<file path="config.mk">
export PLATFORM = sky130hd
export DESIGN_NAME = scm_reduce
export DESIGN_NICKNAME = d
export VERILOG_FILES = /design/src/design/scm_pkg.sv /design/src/design/scm_reduce.sv
export SDC_FILE = /design/constraint.sdc
export NUM_CORES = 2
export LEC_CHECK = 0
export ABC_AREA = 0
export BUFFER_PORTS_ARGS = -buffer_cell sky130_fd_sc_hd__buf_4
export CORE_ASPECT_RATIO = 2
export CORE_MARGIN = 2
export CORE_UTILIZATION = 40
export CTS_CLUSTER_DIAMETER = 150
export DETAILED_ROUTE_END_ITERATION = 16
export PLACE_DENSITY = 0.67
export SETUP_SLACK_MARGIN = 0.05
export SKIP_CTS_REPAIR_TIMING = 1
export SLEW_MARGIN = 20
export SYNTH_ARGS = -nofsm -noshare
export SYNTH_HDL_FRONTEND = slang
export SYNTH_SLANG_ARGS = --single-unit
</file>
<file path="constraint.sdc">
create_clock -name clk -period 5.2 [get_ports clk]
set_clock_uncertainty 0.2 [all_clocks]
set_input_delay 0.26 -clock clk [delete_from_list [all_inputs] [get_ports clk]]
set_output_delay 0.26 -clock clk [all_outputs]
set_load 0.1 [all_outputs]
</file>
<file path="src/design/scm_pkg.sv">
// ----------------------------------------------------------------------------
// scm_pkg
// Shared types and constants of the multiple-angle sine/cosine pipeline.
// ----------------------------------------------------------------------------
`timescale 1ns / 1ps

package scm_pkg;

	localparam int WORK_FRAC            = 52;
	localparam int ANGLE_FRAC_BITS_DEF  = 28;
	localparam int RESULT_FRAC_BITS_DEF = 30;
	localparam int N_SERIES             = 6;
	localparam int N_BYPASS             = 4;
	localparam int N_T8                 = 3;

	typedef logic signed [63:0] scm_word_t;

	// Value that is multiplied in a cell and the factor that travels with it.
	typedef struct packed {
		scm_word_t v;
		scm_word_t f;
	} scm_tok_t;

	localparam logic [63:0] PI_Q60     = 64'h3243F6A8885A308D;
	localparam logic [29:0] INV2PI_Q32 = 30'h28BE60DC;

	localparam scm_word_t WONE    = scm_word_t'(64'd1 << WORK_FRAC);
	localparam scm_word_t PI4_W   = scm_word_t'((PI_Q60 + (64'd1 << 9)) >> 10);
	localparam scm_word_t PI16_W  = scm_word_t'((PI_Q60 + (64'd1 << 11)) >> 12);
	localparam scm_word_t PI8_Q32 = scm_word_t'((PI_Q60 + (64'd1 << 30)) >> 31);

	localparam scm_word_t R24        = scm_word_t'(((64'd1 << WORK_FRAC) + 64'd12) / 64'd24);
	localparam scm_word_t R720       = scm_word_t'(((64'd1 << WORK_FRAC) + 64'd360) / 64'd720);
	localparam scm_word_t R40320     =
		scm_word_t'(((64'd1 << WORK_FRAC) + 64'd20160) / 64'd40320);
	localparam scm_word_t R3628800   =
		scm_word_t'(((64'd1 << WORK_FRAC) + 64'd1814400) / 64'd3628800);
	localparam scm_word_t R479001600 =
		scm_word_t'(((64'd1 << WORK_FRAC) + 64'd239500800) / 64'd479001600);

	// Horner addends of the cosine series, highest order first.
	localparam scm_word_t SERIES_ADD [N_SERIES] = '{
		-R3628800, R40320, -R720, R24, -(WONE / 2), WONE
	};

	// Horner addends of the eighth-order Chebyshev polynomial in c^2.
	localparam scm_word_t T8_ADD [N_T8] = '{
		160 * WONE, -32 * WONE, WONE
	};

endpackage

</file>
<file path="src/design/scm_reduce.sv">
// ----------------------------------------------------------------------------
// scm_reduce
// Angle reduction: turn count and reduced angle, four pipeline stages.
// ----------------------------------------------------------------------------
`timescale 1ns / 1ps

module scm_reduce #(
	parameter int ANGLE_FRAC_BITS = scm_pkg::ANGLE_FRAC_BITS_DEF
) (
	input  logic                    clk,
	input  logic                    arst_n,
	input  logic                    en,
	input  logic                    in_valid,
	input  logic                    action,
	input  logic signed [31:0]      angle,
	output logic                    out_valid,
	output scm_pkg::scm_word_t      x
);
	import scm_pkg::*;

	localparam int KW  = (33 - ANGLE_FRAC_BITS > 4) ? 33 - ANGLE_FRAC_BITS : 4;
	localparam int XSH = WORK_FRAC - ANGLE_FRAC_BITS - 3;
	localparam logic [31:0] PI4_LO = PI4_W[31:0];
	localparam logic [31:0] PI4_HI = PI4_W[63:32];

	logic                   vld_s1, vld_s2, vld_s3, vld_s4;
	logic                   act_s1, act_s2, act_s3;
	logic signed [31:0]     a_s1, a_s2, a_s3;
	logic signed [61:0]     prod_s1;
	logic signed [KW-1:0]   k_s2;
	logic signed [KW+32:0]  plo_s3, phi_s3;
	scm_word_t              x_s4;

	logic signed [61:0]     prod_w;
	scm_word_t              u_w, k_w, kp_w, xw_w;
	logic signed [KW+32:0]  plo_w, phi_w;

	assign prod_w = angle * $signed({1'b0, INV2PI_Q32});
	assign u_w    = scm_word_t'(prod_s1 >>> ANGLE_FRAC_BITS) + PI8_Q32;
	// The turn count truncates toward zero.
	assign k_w    = (u_w >= 0) ? (u_w >>> 32) : -((-u_w) >>> 32);
	assign plo_w  = k_s2 * $signed({1'b0, PI4_LO});
	assign phi_w  = k_s2 * $signed({1'b0, PI4_HI});
	assign kp_w   = scm_word_t'(plo_s3) + (scm_word_t'(phi_s3) <<< 32);
	assign xw_w   = (scm_word_t'(a_s3) <<< XSH) - kp_w;

	always_ff @(posedge clk or negedge arst_n) begin
		if (!arst_n) begin
			vld_s1 <= 1'b0;
			vld_s2 <= 1'b0;
			vld_s3 <= 1'b0;
			vld_s4 <= 1'b0;
		end else if (en) begin
			vld_s1 <= in_valid;
			vld_s2 <= vld_s1;
			vld_s3 <= vld_s2;
			vld_s4 <= vld_s3;
		end
	end

	always_ff @(posedge clk) begin
		if (en) begin
			prod_s1 <= prod_w;
			a_s1    <= angle;
			act_s1  <= action;
			k_s2    <= k_w[KW-1:0];
			a_s2    <= a_s1;
			act_s2  <= act_s1;
			plo_s3  <= plo_w;
			phi_s3  <= phi_w;
			a_s3    <= a_s2;
			act_s3  <= act_s2;
			// Sine is the cosine of the angle less a quarter turn.
			x_s4    <= act_s3 ? xw_w : xw_w - PI16_W;
		end
	end

	assign out_valid = vld_s4;
	assign x         = x_s4;

endmodule

</file>
==> impl_metrics.yaml <==
synthesis:
  synth_top_cells_by_count: "inv_1 (818), ha_1 (476), fa_1 (460), edfxtp_1 (262), a21oi_1 (157)"
  synthMuxAreaShare_pct: 0.532
  synth_top_area_share_pct: 26.1
  synthesis.area_per_instance_um2: 10.2
  yosys.area_share.xor_xnor_pct: 5.23
  postSynthCellCount: 3459
  synth-compound-area-share_pct: 11.4
  synthArstFlopShare_pct: 1.50
  top_cells_by_area_in_the_synthesized_netlist: "fa_1 (26%), edfxtp_1 (22%), ha_1 (17%), inv_1 (8.7%), xnor2_1 (3.6%)"
  yosys_most_used_dff: "edfxtp_1"
  post_synth_num_cell_types: 105
  post_synth_fa_ha_maj_area_fraction_pct: 43.0
  cell_with_the_most_instances_after_synthesis: "inv_1"
  synth_edf_count: 262
  synth_seq_cells: 266
  yosysWarnings: 0
  synth.yosys.seq_area_share_pct: 22.6
  synth_largest_area_cell: "fa_1"
  synth_simple_gate_area_share_pct: 7.90
  synth.net_count: 4432
  synth_top_family_by_area: "adder cells"
  mappedNetlistArea_mm2: 0.0353
placement:
  gp_congestion: 0.958
  hpwl_um: 85000
  place_worst_setup_slack_ps: -2350
  port_buffers: 100
  post-place-cells: 5076
min_path:
  hold_class: "primary input to flop"
clock_network:
  worst_skew_pair.late_latency_ps: 570
  cts_root_buf: "clkbuf_16"
  cts.sink_count: 266
  ctsHtreeMaxLevel: 1
  cts_tree: "done"
  cts_inserted_buffers: 23
  max-clock-path-buffers: 3
  path_clk_slew_ps: 70
detailed_routing:
  detail_route.vias_per_cell: 5.10
  detail_route.wl_per_cell_um: 19.0
  drt_pre_antenna_iters: 7
  wl_um: 98300
  detailedRoute.firstIterationViolations: 1103
  drc: 0
  vias: 26400
  antenna_violation_net_count_after_detailed_routing: 0
floorplan:
  io_pins: 102
  row_count: 154
  placeableCoreArea_mm2: 0.0879
  die_h_um: 424
  die_width_um: 214
  start_util_pct: 40.2
  design.die.area_mm2: 0.0908
sta:
  sum_of_negative_setup_slack_ps: -42090
  total_count_of_hold_check_failures_in_the_final_report: 11
  timing.max_slew.rel_slack_pct: 47.2
  total_count_of_max_transition_violations_in_the_final_report: 0
  hold_slack_ps: -10.1
  grt_setup_unrepaired: "yes"
  final_min_period_over_clock_period_pct: 130
  setup_viol_count_final: 34
  postLayoutSetupSlackWorst_ps: -1570
  max_slew.worst_pin.slew_ps: 791
  max_freq_mhz: 148
  final_period_minus_worst_setup_slack_ps: 6770
setup_path:
  path_common_cell: "fa_1"
  critPathCaptureType: "flop"
  setup.reg_to_reg.worst_slack_ps: 260
  arr_time_crit_path_ps: 6890
  worst_setup_path_start_kind: "primary input"
  crit_type: "primary input to flop"
  crit_required_ps: 5320
  cp_slowest_stage_delay_ps: 550
  timing.critical_path.fanout_max: 5
  cell_with_the_biggest_individual_delay_on_the_critical_path: "fa_1"
grt:
  antenna_found_initial: 2
  use_met2_pct: 45.4
  global_route.usage.met3_pct: 1.32
  grt_max_degree: 107
  wire_length_of_the_first_global_routing_pass_um: 151000
  overall_overflow_remaining_after_global_route: 0
  met1_usage_pct: 18.2
  gr-usage-all-layers_pct: 21.6
  vias_in_the_first_global_route: 28600
  grt-busiest-layer: "met2"
job:
  cap_viol_max_count: 0
finish:
  finalNetCount: 4975
  final_layout_size_suffix_gt1_share_pct: 21.0
  finalNonFillerCells: 5187
  area_growth_pct: 21.6
status:
  outcome: "finished, violations left"
  failed_checks: "negative hold slack, negative setup slack"
cell type report:
class / instances / area (um^2)
antenna: 1 / 2.50
clock buffer: 24 / 579
clock inverter: 15 / 178
fill: 8138 / 44900
inverter: 818 / 3160
multi-input combinational: 2314 / 24900
sequential: 266 / 7970
tap: 1170 / 1460
timing repair buffer: 579 / 4660
metrics by stage:
step	cell area (um^2)	util, %	hold WS (ps)
after floorplan	35700	-	-236
after global placement	40800	46.4	-144
after detailed placement	40800	46.4	-141
after CTS	41500	47.3	-762
after global routing	42900	48.9	17.9
final	42900	48.9	-10.1
logic make-up (layout without fill, tap and decap cells):
group / after synthesis / in the layout
AOI/OAI and AO/OA: 587 / 587
xor gates and xnor gates: 210 / 210
adders and majority gates: 937 / 937
buffers and inverters: 879 / 1436
DFF: 266 / 266
muxes: 18 / 18
other: 1 / 2
and+or+nand+nor: 561 / 561
cell usage in the layout, fill, tap and decap left out, drive strengths merged, types with 62 or more instances in the layout:
master,instances
nand2,142
nor2,150
o21ai,115
edfxtp,262
ha,476
fa,460
a21oi,160
inv,800
xnor2,148
buf,547
xor2,62
routing by layer:
layer / up-vias / wire length [um]
li1: 12500 / -
met1: 13000 / 30200
met2: 558 / 57100
met3: 325 / 2050
met4: 0 / 8940
met5: - / 0
critical path: cells and delay by family:
kind,cells,cell delay [ps]
adders and majority gates,9,3910
buffers and inverters,10,980
xor gates and xnor gates,1,110
and+or+nand+nor,3,240
AOI/OAI and AO/OA,7,1380
path summary, 6_finish.rpt:
kind | startpoint | end | cells past startpoint
hold / removal | en | x[58] | 1
max in group asynchronous | arst_n | out_valid | 3
setup reg to reg | phi_s3[0] | x[62] | 14
min in group asynchronous | arst_n | vld_s1 | 3
setup / recovery | angle[9] | prod_s1[54] | 30
hold reg to reg | a_s2[22] | a_s3[22] | 0
registers in the layout, summed over array words and instances, names as in the netlist:
name,flops
act_s2,1
plo_s3,35
act_s1,1
a_s2,32
a_s3,32
act_s3,1
phi_s3,26
prod_s1,34
out_valid,1
vld_s1,1
a_s1,32
vld_s3,1
x,63
k_s2,5
vld_s2,1
Power is not shown: default switching activity piles up to over one toggle a cycle in this logic, so the estimate is an artifact.
